===== config.mk =====
export PLATFORM = sky130hd
export DESIGN_NAME = byte_stuffed_frame_receiver
export DESIGN_NICKNAME = d
export VERILOG_FILES = /design/src/bsfr_pkg.sv /design/src/byte_stuffed_frame_receiver.sv /design/src/bsfr_ram.sv /design/src/bsfr_dp.sv /design/src/bsfr_ctrl.sv
export SDC_FILE = /design/constraint.sdc
export NUM_CORES = 1
export LEC_CHECK = 0
export BUFFER_PORTS_ARGS = -buffer_cell sky130_fd_sc_hd__buf_2
export CAP_MARGIN = 20
export CORE_MARGIN = 2
export CORE_UTILIZATION = 35
export CTS_CLUSTER_SIZE = 25
export DETAILED_ROUTE_END_ITERATION = 6
export MAX_ROUTING_LAYER = met4
export REMOVE_ABC_BUFFERS = 1
export SLEW_MARGIN = 20
export SYNTH_ARGS = -nofsm -noshare
export SYNTH_HDL_FRONTEND = slang
export SYNTH_SLANG_ARGS = --single-unit

===== constraint.sdc =====
create_clock -name clk -period 4.3 [get_ports clk]
set_input_delay 0.215 -clock clk [delete_from_list [all_inputs] [get_ports clk]]
set_output_delay 0.215 -clock clk [all_outputs]
set_load 0.02 [all_outputs]

===== src/bsfr_pkg.sv =====
// Shared types, byte codes and the FCS-16 step for the byte-stuffed frame receiver.
// No dependencies; every file of the block but bsfr_ram imports this package.
package bsfr_pkg;

	localparam logic [7:0]  FLAG_BYTE = 8'h7E;
	localparam logic [7:0]  ESC_BYTE  = 8'h7D;
	localparam logic [7:0]  ESC_XOR   = 8'h20;
	localparam logic [15:0] FCS_INIT  = 16'hFFFF;
	localparam logic [15:0] FCS_POLY  = 16'h8408;
	localparam logic [15:0] FCS_GOOD  = 16'hF0B8;
	localparam int          LEN_W     = 6;

	// Commands from the controller to the datapath.
	typedef struct packed {
		logic take;        // input item accepted this cycle
		logic start_emit;  // good closing flag: latch length, read first entry
		logic advance;     // output item taken and more remain: read next entry
	} dp_cmd_t;

	// Status from the datapath to the controller.
	typedef struct packed {
		logic frame_good;  // current rx_byte closes a frame with good FCS and length
		logic last_byte;   // entry on the output is the final payload byte
	} dp_status_t;

	// One byte through the reflected CCITT FCS-16, LSB first.
	function automatic logic [15:0] fcs_step(input logic [15:0] fcs, input logic [7:0] b);
		logic [15:0] v;
		v = fcs ^ {8'h00, b};
		for (int i = 0; i < 8; i++) begin
			if (v[0]) begin
				v = (v >> 1) ^ FCS_POLY;
			end else begin
				v = v >> 1;
			end
		end
		return v;
	endfunction

endpackage


===== src/byte_stuffed_frame_receiver.sv =====
// Byte-stuffed frame receiver: one received byte per cycle while receiving.
// A good closing flag shows the first payload byte in the next cycle, then one
// byte per cycle while out_ready is high; input is held off until the final
// payload byte is taken. The frame store is one RAM port pair. arst_n clears
// control state at once; the store is not cleared.
module byte_stuffed_frame_receiver #(
	parameter int FRAME_BYTES = 64
) (
	input  logic                       clk,
	input  logic                       arst_n,
	input  logic                       in_valid,
	output logic                       in_ready,
	input  logic [7:0]                 rx_byte,
	output logic                       out_valid,
	input  logic                       out_ready,
	output logic [7:0]                 payload_byte,
	output logic [bsfr_pkg::LEN_W-1:0] frame_length,
	output logic                       last
);

	import bsfr_pkg::*;

	dp_cmd_t    cmd;
	dp_status_t status;

	bsfr_ctrl u_ctrl (
		.clk      (clk),
		.arst_n   (arst_n),
		.in_valid (in_valid),
		.in_ready (in_ready),
		.out_valid(out_valid),
		.out_ready(out_ready),
		.status   (status),
		.cmd      (cmd)
	);

	bsfr_dp #(
		.FRAME_BYTES(FRAME_BYTES)
	) u_dp (
		.clk         (clk),
		.arst_n      (arst_n),
		.rx_byte     (rx_byte),
		.cmd         (cmd),
		.status      (status),
		.payload_byte(payload_byte),
		.frame_length(frame_length)
	);

	assign last = status.last_byte;

endmodule


===== src/bsfr_ram.sv =====
// Generic single-write, single-read RAM with registered read data.
// No dependencies.
module bsfr_ram #(
	parameter int WIDTH = 8,
	parameter int DEPTH = 64
) (
	input  logic                     clk,
	input  logic                     we,
	input  logic [$clog2(DEPTH)-1:0] waddr,
	input  logic [WIDTH-1:0]         wdata,
	input  logic                     re,
	input  logic [$clog2(DEPTH)-1:0] raddr,
	output logic [WIDTH-1:0]         rdata
);

	logic [WIDTH-1:0] mem_q [DEPTH];

	always_ff @(posedge clk) begin
		if (we) begin
			mem_q[waddr] <= wdata;
		end
		if (re) begin
			rdata <= mem_q[raddr];
		end
	end

endmodule


===== src/bsfr_dp.sv =====
// Datapath: unstuffing, fill count, running FCS, frame store and readout pointer.
// Depends on bsfr_pkg and bsfr_ram.
module bsfr_dp #(
	parameter int FRAME_BYTES = 64
) (
	input  logic                        clk,
	input  logic                        arst_n,
	input  logic [7:0]                  rx_byte,
	input  bsfr_pkg::dp_cmd_t           cmd,
	output bsfr_pkg::dp_status_t        status,
	output logic [7:0]                  payload_byte,
	output logic [bsfr_pkg::LEN_W-1:0]  frame_length
);

	import bsfr_pkg::*;

	localparam int AW = $clog2(FRAME_BYTES);
	localparam int FW = $clog2(FRAME_BYTES + 1);
	localparam logic [FW-1:0] FULL = FW'(FRAME_BYTES);

	logic [FW-1:0] fill_q;
	logic          in_frame_q;
	logic          esc_q;
	logic [15:0]   fcs_q;
	logic [FW-1:0] len_q;
	logic [AW-1:0] rd_ptr_q;

	logic          is_flag;
	logic          is_esc;
	logic [7:0]    data_byte;
	logic          store_en;
	logic          rd_en;
	logic [AW-1:0] rd_addr;

	assign is_flag   = (rx_byte == FLAG_BYTE);
	assign is_esc    = (rx_byte == ESC_BYTE);
	assign data_byte = esc_q ? (rx_byte ^ ESC_XOR) : rx_byte;
	assign store_en  = cmd.take && in_frame_q && !is_flag && !is_esc && (fill_q != FULL);

	assign status.frame_good = is_flag && in_frame_q && (fill_q >= FW'(3)) && (fcs_q == FCS_GOOD);
	assign status.last_byte  = ((FW'(rd_ptr_q) + FW'(1)) == len_q);

	assign rd_en   = cmd.start_emit || cmd.advance;
	assign rd_addr = cmd.start_emit ? '0 : rd_ptr_q + AW'(1);

	always_ff @(posedge clk or negedge arst_n) begin
		if (!arst_n) begin
			fill_q     <= '0;
			in_frame_q <= 1'b0;
			esc_q      <= 1'b0;
			fcs_q      <= FCS_INIT;
		end else if (cmd.take) begin
			if (is_flag) begin
				in_frame_q <= !in_frame_q;
				fill_q     <= '0;
				esc_q      <= 1'b0;
				if (!in_frame_q) begin
					fcs_q <= FCS_INIT;
				end
			end else if (in_frame_q) begin
				if (is_esc) begin
					esc_q <= 1'b1;
				end else begin
					esc_q <= 1'b0;
					if (fill_q == FULL) begin
						// overflow: abort and wait for a new opening flag
						in_frame_q <= 1'b0;
						fill_q     <= '0;
					end else begin
						fill_q <= fill_q + FW'(1);
						fcs_q  <= fcs_step(fcs_q, data_byte);
					end
				end
			end
		end
	end

	always_ff @(posedge clk or negedge arst_n) begin
		if (!arst_n) begin
			len_q    <= '0;
			rd_ptr_q <= '0;
		end else if (cmd.start_emit) begin
			len_q    <= fill_q - FW'(2);
			rd_ptr_q <= '0;
		end else if (cmd.advance) begin
			rd_ptr_q <= rd_addr;
		end
	end

	bsfr_ram #(
		.WIDTH(8),
		.DEPTH(FRAME_BYTES)
	) u_store (
		.clk  (clk),
		.we   (store_en),
		.waddr(fill_q[AW-1:0]),
		.wdata(data_byte),
		.re   (rd_en),
		.raddr(rd_addr),
		.rdata(payload_byte)
	);

	assign frame_length = LEN_W'(len_q);

endmodule


===== src/bsfr_ctrl.sv =====
// Controller: alternates between taking input items and streaming a good frame out.
// Depends on bsfr_pkg.
module bsfr_ctrl (
	input  logic                 clk,
	input  logic                 arst_n,
	input  logic                 in_valid,
	output logic                 in_ready,
	output logic                 out_valid,
	input  logic                 out_ready,
	input  bsfr_pkg::dp_status_t status,
	output bsfr_pkg::dp_cmd_t    cmd
);

	import bsfr_pkg::*;

	typedef enum logic [1:0] {
		ST_RECV = 2'b01,
		ST_SEND = 2'b10
	} state_t;

	state_t state_q;
	logic   take;
	logic   out_take;

	assign in_ready  = (state_q == ST_RECV);
	assign out_valid = (state_q == ST_SEND);
	assign take      = in_valid && in_ready;
	assign out_take  = out_valid && out_ready;

	assign cmd.take       = take;
	assign cmd.start_emit = take && status.frame_good;
	assign cmd.advance    = out_take && !status.last_byte;

	always_ff @(posedge clk or negedge arst_n) begin
		if (!arst_n) begin
			state_q <= ST_RECV;
		end else begin
			case (state_q)
				ST_RECV: begin
					if (take && status.frame_good) begin
						state_q <= ST_SEND;
					end
				end
				ST_SEND: begin
					// hold input until the final byte is taken
					if (out_take && status.last_byte) begin
						state_q <= ST_RECV;
					end
				end
				default: begin
					state_q <= ST_RECV;
				end
			endcase
		end
	end

endmodule


# Word-level counts from Yosys, hierarchy flattened
# Memories as Yosys holds them, arrays and structs flattened. A register that Yosys moved wholly into a read port is not among the register bits.
# Index checks and enable logic that the tools add are counted.
# word_totals
ff_bits,40
input_bits,12
elab_cells,127
memories,1
ramBits,512
# classes
eq_ne,13
n_lt_le_gt_ge,1
bitwise_logic,10
n_reduce_logical,23
addsub,4
n_mux,68
# mem_list
memory,words,word_bits,read_ports,rd_clocked_by_memory_dff,wr,line_no,rtl
u_dp.u_store.mem_q,64,8,1,1,1,bsfr_ram.sv:16,logic [WIDTH-1:0] mem_q [DEPTH];
# op_table
operator,count
2-to-1 mux 16 bit,48
2-to-1 mux 7 bit,4
2-to-1 mux 6 bit,4
inverter 2 -> 3 bit,8
== test 16 bit (second input constant),1
== test 8 x 7 -> 1 bit (second input constant),2
bitwise XOR 16 x 8 -> 16 bit,1
logical AND 1 bit,12
2-to-1 mux 1 bit,9
adder 6 x 1 -> 7 bit (second input constant),1
adder 7 x 1 -> 7 bit (second input constant),1
== test 7 bit,1
== test 7 bit (second input constant),1
>= comparator 7 x 2 -> 1 bit (second input constant),1
inequality test 7 bit (second input constant),1
subtractor 7 x 2 -> 7 bit (second input constant),1
adder 6 x 1 -> 6 bit (second input constant),1
inequality test 2 x 1 -> 1 bit (second input constant),3
AND reduction 5 bit,1
zero test 1 bit,4
2-to-1 mux 2 bit,2
inequality test 2 bit (second input constant),2
case mux 2 bit (2 select lines),1
AND reduction 2 bit,2
other kinds (6),7

# Logic depth before layout (Yosys ltp)
# logic_depth
depth_word,58
depth_mapped,14
ltp_nobuf,10

# Cells and area by module
# Synthesis repeated with hierarchy kept, for this count alone.
# hier_totals
hier_cells,1193
area_unflattened_um2,22735.6
# modules_own_cells
module,instances,area_each_um2,cells_each
bsfr_ram,1,20246.9,940
bsfr_dp,1,2372.3,242
bsfr_ctrl,1,116.4,11

# Worst setup path after synthesis
# OpenSTA, ideal clock, no wires.
# synth_path
kind,input -> register
start,input port rx_byte[7]
end,"register u_dp.u_store.rdata[4], read port of u_dp.u_store.mem_q, data pin"
path_stages,12
t_required_ns,4.029
path_buffers,2
path_slack_ns,1.042
arrival_time_ns,2.987
path_cell_list,nand2b_1 > nor4_2 > clkbuf_1 > ha_1 > nand3b_1 > or4_1 > buf_6 > nor2_8 > o211ai_1 > a22o_1 > a2111oi_0 > nor3_1
# synth_between
elab_chain_cells,6
elab_cells_between_ends,7
classes_between,1 x eq/ne; 1 x mux; 5 x reduce/logical
# synth_rtl
element,line_no,rtl
"start, declared",byte_stuffed_frame_receiver.sv:13,"input logic [7:0] rx_byte,"
== test 8 x 7 -> 1 bit (*),bsfr_dp.sv:35,assign is_flag = (rx_byte == FLAG_BYTE);
logical AND 1 bit (*) (3 in series),bsfr_dp.sv:40,assign status.frame_good = is_flag && in_frame_q && (fill_q >= FW'(3)) && (fcs_q == FCS_GOOD);
logical AND 1 bit (*),bsfr_ctrl.sv:31,assign cmd.start_emit = take && status.frame_good;
2-to-1 mux 6 bit / logical OR 1 bit (equally long branches),"bsfr_dp.sv:44, bsfr_dp.sv:43",
"end, declared",bsfr_ram.sv:13,output logic [WIDTH-1:0] rdata
# Every way passes the cells marked *; elsewhere a longest branch is shown, timed or not.
# A chain may end at the register's enable or synchronous reset.

# Worst setup path in the final report
# layout_path
start,register u_dp.fill_q[2]
end,"register u_dp.u_store.rdata[5], read port of u_dp.u_store.mem_q, data pin"
# layout_between
elab_chain_cells,5
elab_cells_between_ends,6
classes_between,1 x order compare; 1 x mux; 4 x reduce/logical
# layout_rtl
element,line_no,rtl
"start, declared",bsfr_dp.sv:21,logic [FW-1:0] fill_q;
"start signal, assigned",bsfr_dp.sv:70,fill_q <= fill_q + FW'(1);
>= comparator 7 x 2 -> 1 bit (*),bsfr_dp.sv:40,
logical AND 1 bit (*) (2 in series),bsfr_dp.sv:40,
logical AND 1 bit (*),bsfr_ctrl.sv:31,
2-to-1 mux 6 bit / logical OR 1 bit (equally long branches),"bsfr_dp.sv:44, bsfr_dp.sv:43",
# Marks and branches as above.

==> results_tabular.tex <==
\begin{tabular}{lr}
\hline
Metric & Value \\
\hline
\multicolumn{2}{l}{\textbf{Run status}} \\
Status & finished, final reports clean \\
\multicolumn{2}{l}{\textbf{Layout}} \\
Ratio of cells with drive above 1 in the final layout & 18.2\% \\
Core utilization of the finished layout & 40.5\% \\
Number of non-filler instances in the completed layout & 2598 \\
Relative area change from synthesis to final layout & 15.2\% \\
Final nets & 1699 \\
\multicolumn{2}{l}{\textbf{Run}} \\
Max-capacitance violation count & 0 \\
\multicolumn{2}{l}{\textbf{STA}} \\
Achievable clock frequency & 0.260 GHz \\
Count of final setup violators & 0 \\
Worst slew margin relative to its limit & 32.3\% \\
Unrepaired setup endpoints after global routing & no \\
Number of max-slew violations in the final report & 0 \\
Tcrit/Tclk final & 89.4\% \\
Worst Tran Pin Value & 1.01 ns \\
Summed negative setup slack over all endpoints & 0 ns \\
Clock period minus worst slack & 3.84 ns \\
Final hold violations & 0 \\
Fin Clk Skew & 0.0178 ns \\
\multicolumn{2}{l}{\textbf{Pwr}} \\
Maximum vdd drop & 0.334 mV \\
Clock network fraction of design power & 40.7\% \\
Reported net switching power & 2.79 mW \\
P\_int & 9.33 mW \\
Share of total power in sequential cells & 52.1\% \\
Combinational fraction of design power & 7.2\% \\
Net Sw Frac & 23.0\% \\
Pwr/cell area & 446 mW/mm\^{}2 \\
Total leakage power & 8.73 nW \\
\multicolumn{2}{l}{\textbf{Yosys}} \\
Synth Area in XOR/XNOR & 1.67\% \\
Proportion of synthesized chip area in sequential cells & 70.6\% \\
Mux cell area share after synthesis & 8.27\% \\
Yosys warnings & 0 \\
Async SR Flop Fraction & 7.14\% \\
Number of distinct standard cells referenced by the synthesized netlist & 76 \\
Dominant combinational cell family by area after synthesis & compound AO/OA/AOI/OAI gates \\
Synth Instances & 1581 \\
Flop and latch count out of synthesis & 560 \\
Area fraction in compound gates after synthesis & 9.18\% \\
Fraction of the mapped netlist area in simple logic gates & 7.47\% \\
Mapped Avg Cell Area & 14.9 sq um \\
Synth Flop Type & sky130\_fd\_sc\_hd\_\_edfxtp\_1 \\
Number of enable-type register cells in the synthesized netlist & 520 \\
Adder and majority gate portion of the synthesized area & 0.531\% \\
Area of the mapped netlist & 0.0236 sq mm \\
\multicolumn{2}{l}{\textbf{Worst setup path}} \\
Worst path arrival time & 4.18 ns \\
Path depth of the worst reg2reg path & 10 \\
Worst setup SP type & flop \\
Flop2flop setup slack & 0.46 ns \\
Maximum fanout count along the critical path & 42 \\
Critical R2R Launch & u\_dp.fill\_q[2] \\
Worst r2r dst & u\_dp.u\_store.rdata[5] \\
Worst setup EP type & flop \\
Data required, critical path & 4.64 ns \\
Category of the critical setup timing path & reg2reg \\
\multicolumn{2}{l}{\textbf{Detailed routing}} \\
Detailed Route Iter0 Violations & 1655 \\
Routed wirelength normalized by instance count & 26.6 um \\
Detailed Routing Iterations Pass 1 & 5 \\
Via count of the routed design & 14800 \\
Via-to-Cell Ratio & 5.69 \\
Number of DRC violations after detailed routing & 0 \\
Total length of routed wires & 69000 um \\
Final antenna-violating net count & 0 \\
\multicolumn{2}{l}{\textbf{Place}} \\
Number of placed cells counting well taps & 2486 \\
Final HPWL DP & 43300 um \\
Final Wtd Congestion & 0.891 \\
Number of buffers inserted by port buffering & 28 \\
\multicolumn{2}{l}{\textbf{Die}} \\
Number of I/O pins & 29 \\
Core box area & 0.0669 sq mm \\
Floorplan die width & 263 um \\
Number of rows created at floorplan & 95 \\
Effective utilization at floorplan & 35.2\% \\
Vertical die dimension & 263 um \\
Die Area & 0.0694 sq mm \\
\multicolumn{2}{l}{\textbf{Worst hold path}} \\
Type of the most critical hold path & in2reg \\
Startpoint of the worst hold path & rx\_byte[0] \\
Cell count of the worst hold path & 1 \\
Endpoint of the worst hold path & u\_dp.u\_store.mem\_q[7][0] \\
\multicolumn{2}{l}{\textbf{Clock network}} \\
Clock sink count & 560 \\
Clock network latency to the later pin of the worst-skew pair & 0.63 ns \\
Maximum number of buffers from clock root to sink & 3 \\
Clock tree from TritonCTS & built \\
\# H-tree levels & 2 \\
Root buffer cell & sky130\_fd\_sc\_hd\_\_clkbuf\_16 \\
Number of buffers created by CTS & 58 \\
Clock slew at the register clock pins of the worst setup and hold paths & 0.06 ns \\
\multicolumn{2}{l}{\textbf{Global route}} \\
Via count of the first global-routing pass & 14400 \\
Maximum number of pins on one net before global-route repair & 94 \\
First-pass GRT wire length & 100000 um \\
Combined global-route utilization of all metal layers & 20.3\% \\
Initial antenna violation count & 4 \\
Global route total overflow & 0 \\
\hline
\end{tabular}
==> layer usage <==
layer  routed length (um)  global-route usage (%)  vias up
li1                     -                       -     6363
met1                28800                    27.6     7540
met2                31500                    30.3      760
met3                 6310                    4.15      119
met4                 2340                    6.89        0
met5                    0                       -        -
==> cell usage in the layout (no fill, tap or decap), types with 14 or more instances in the layout <==
| master | count |
|---|---|
| sky130_fd_sc_hd__a21oi_1 | 60 |
| sky130_fd_sc_hd__a311oi_1 | 16 |
| sky130_fd_sc_hd__a31oi_1 | 27 |
| sky130_fd_sc_hd__buf_2 | 28 |
| sky130_fd_sc_hd__buf_4 | 101 |
| sky130_fd_sc_hd__clkbuf_1 | 14 |
| sky130_fd_sc_hd__clkbuf_16 | 58 |
| sky130_fd_sc_hd__dfrtp_1 | 22 |
| sky130_fd_sc_hd__dfstp_2 | 17 |
| sky130_fd_sc_hd__edfxtp_1 | 520 |
| sky130_fd_sc_hd__inv_1 | 16 |
| sky130_fd_sc_hd__mux2i_1 | 69 |
| sky130_fd_sc_hd__mux4_2 | 48 |
| sky130_fd_sc_hd__nand2_1 | 152 |
| sky130_fd_sc_hd__nand3_1 | 32 |
| sky130_fd_sc_hd__nor2_1 | 132 |
| sky130_fd_sc_hd__nor3_1 | 26 |
| sky130_fd_sc_hd__o211ai_1 | 21 |
| sky130_fd_sc_hd__o21ai_0 | 81 |
| sky130_fd_sc_hd__xnor2_1 | 28 |
==> stage by stage <==
| step | total power, mW | area (sq um) | hold slack (ns) | worst slack [ns] |
|---|---|---|---|---|
| 2_1_floorplan | 6.93 | 23100 | -0.0806 | -9.58 |
| 3_3_place_gp | 7.26 | 25200 | 0.389 | 0.524 |
| 3_5_place_dp | 7.29 | 25200 | 0.416 | 0.471 |
| 4_1_cts | 12.2 | 27100 | 0.0451 | 0.418 |
| 5_1_grt | 12.5 | 27100 | 0.0626 | 0.277 |
| 6_report | 12.1 | 27100 | 0.0691 | 0.456 |
==> flip-flops by register name, summed over array words and instances, names as in the netlist <==
| register | cells |
|---|---|
| u_dp.len_q | 7 |
| u_dp.in_frame_q | 1 |
| u_dp.u_store.mem_q | 512 |
| u_dp.rd_ptr_q | 6 |
| u_dp.fill_q | 7 |
| u_dp.u_store.rdata | 8 |
| u_dp.fcs_q | 16 |
| u_ctrl.state_q | 2 |
| u_dp.esc_q | 1 |
==> area by class of cell <==
| class | instances | area (sq um) |
|---|---|---|
| Tap cell | 873 | 1090 |
| Timing Repair Buffer | 138 | 1040 |
| Antenna cell | 2 | 5.00 |
| Fill cell | 6059 | 39800 |
| Inverter | 16 | 60.1 |
| Sequential cell | 560 | 16600 |
| Multi-Input combinational cell | 903 | 6460 |
| Clock inverter | 34 | 337 |
| Clock buffer | 72 | 1500 |
==> repair_timing <==
action                    CTS  global route
hold buffers                4             0
hold endpoints to repair   28             0
buffers inserted            0             0
gates resized for setup     0             0
==> power by group through the flow <==
stage	registers [mW]	clock network (mW)	logic [mW]
6_report	6.31	4.93	0.872
5_1_grt	6.33	5.18	0.963
4_1_cts	6.31	4.99	0.877
3_5_place_dp	6.43	0	0.867
3_3_place_gp	6.42	0	0.837
2_1_floorplan	6.39	0	0.536
==> worst max-delay path by stage <==
stage	from	endpoint	slack [ns]	cells after the start
4_1_cts	u_dp.fill_q[2]	u_dp.u_store.rdata[5]	0.42	10
2_1_floorplan	u_dp.rd_ptr_q[0]	u_dp.u_store.rdata[0]	-9.58	8
5_1_grt	u_dp.fill_q[2]	u_dp.u_store.rdata[5]	0.28	10
3_3_place_gp	rx_byte[1]	u_dp.u_store.rdata[5]	0.52	13
6_report	u_dp.fill_q[2]	u_dp.u_store.rdata[5]	0.46	10
3_5_place_dp	u_dp.fill_q[2]	u_dp.u_store.rdata[5]	0.47	10
==> cells in the mapped netlist, types with 15 or more instances <==
master / number / share of area (%)
sky130_fd_sc_hd__edfxtp_1: 520 / 66
sky130_fd_sc_hd__nand2_1: 153 / 2.4
sky130_fd_sc_hd__nor2_1: 132 / 2.1
sky130_fd_sc_hd__o21ai_0: 81 / 1.7
sky130_fd_sc_hd__mux2i_1: 69 / 2.9
sky130_fd_sc_hd__a21oi_1: 61 / 1.3
sky130_fd_sc_hd__clkbuf_1: 48 / 0.76
sky130_fd_sc_hd__mux4_2: 48 / 4.6
sky130_fd_sc_hd__buf_2: 32 / 0.68
sky130_fd_sc_hd__nand3_1: 32 / 0.68
sky130_fd_sc_hd__xnor2_1: 28 / 1.0
sky130_fd_sc_hd__a31oi_1: 27 / 0.72
sky130_fd_sc_hd__nor3_1: 26 / 0.55
sky130_fd_sc_hd__dfrtp_1: 23 / 2.4
sky130_fd_sc_hd__o211ai_1: 21 / 0.67
sky130_fd_sc_hd__dfstp_2: 17 / 1.9
sky130_fd_sc_hd__a311oi_1: 16 / 0.59
sky130_fd_sc_hd__inv_1: 16 / 0.25
sky130_fd_sc_hd__xor2_1: 15 / 0.56
==> critical path, stage by stage (launching register included) <==
cell and delay, ns:
sky130_fd_sc_hd__dfrtp_1 0.50, sky130_fd_sc_hd__inv_1 0.14, sky130_fd_sc_hd__ha_1 0.23, sky130_fd_sc_hd__a211oi_1 0.36, sky130_fd_sc_hd__a2111o_1 0.51, sky130_fd_sc_hd__nor2_8 0.08, sky130_fd_sc_hd__buf_12 0.20, sky130_fd_sc_hd__nor3_1 0.84
sky130_fd_sc_hd__o211ai_1 0.27, sky130_fd_sc_hd__nor2_1 0.30, sky130_fd_sc_hd__nor3_1 0.10
==> cell families after synthesis <==
logic type	count (synthesis)
mux	132
fa+ha+maj	10
flops	560
simple gates	396
xor+xnor	44
buf+inv	118
compound gates	321
Note: power is estimated with default switching activity, not from simulation.
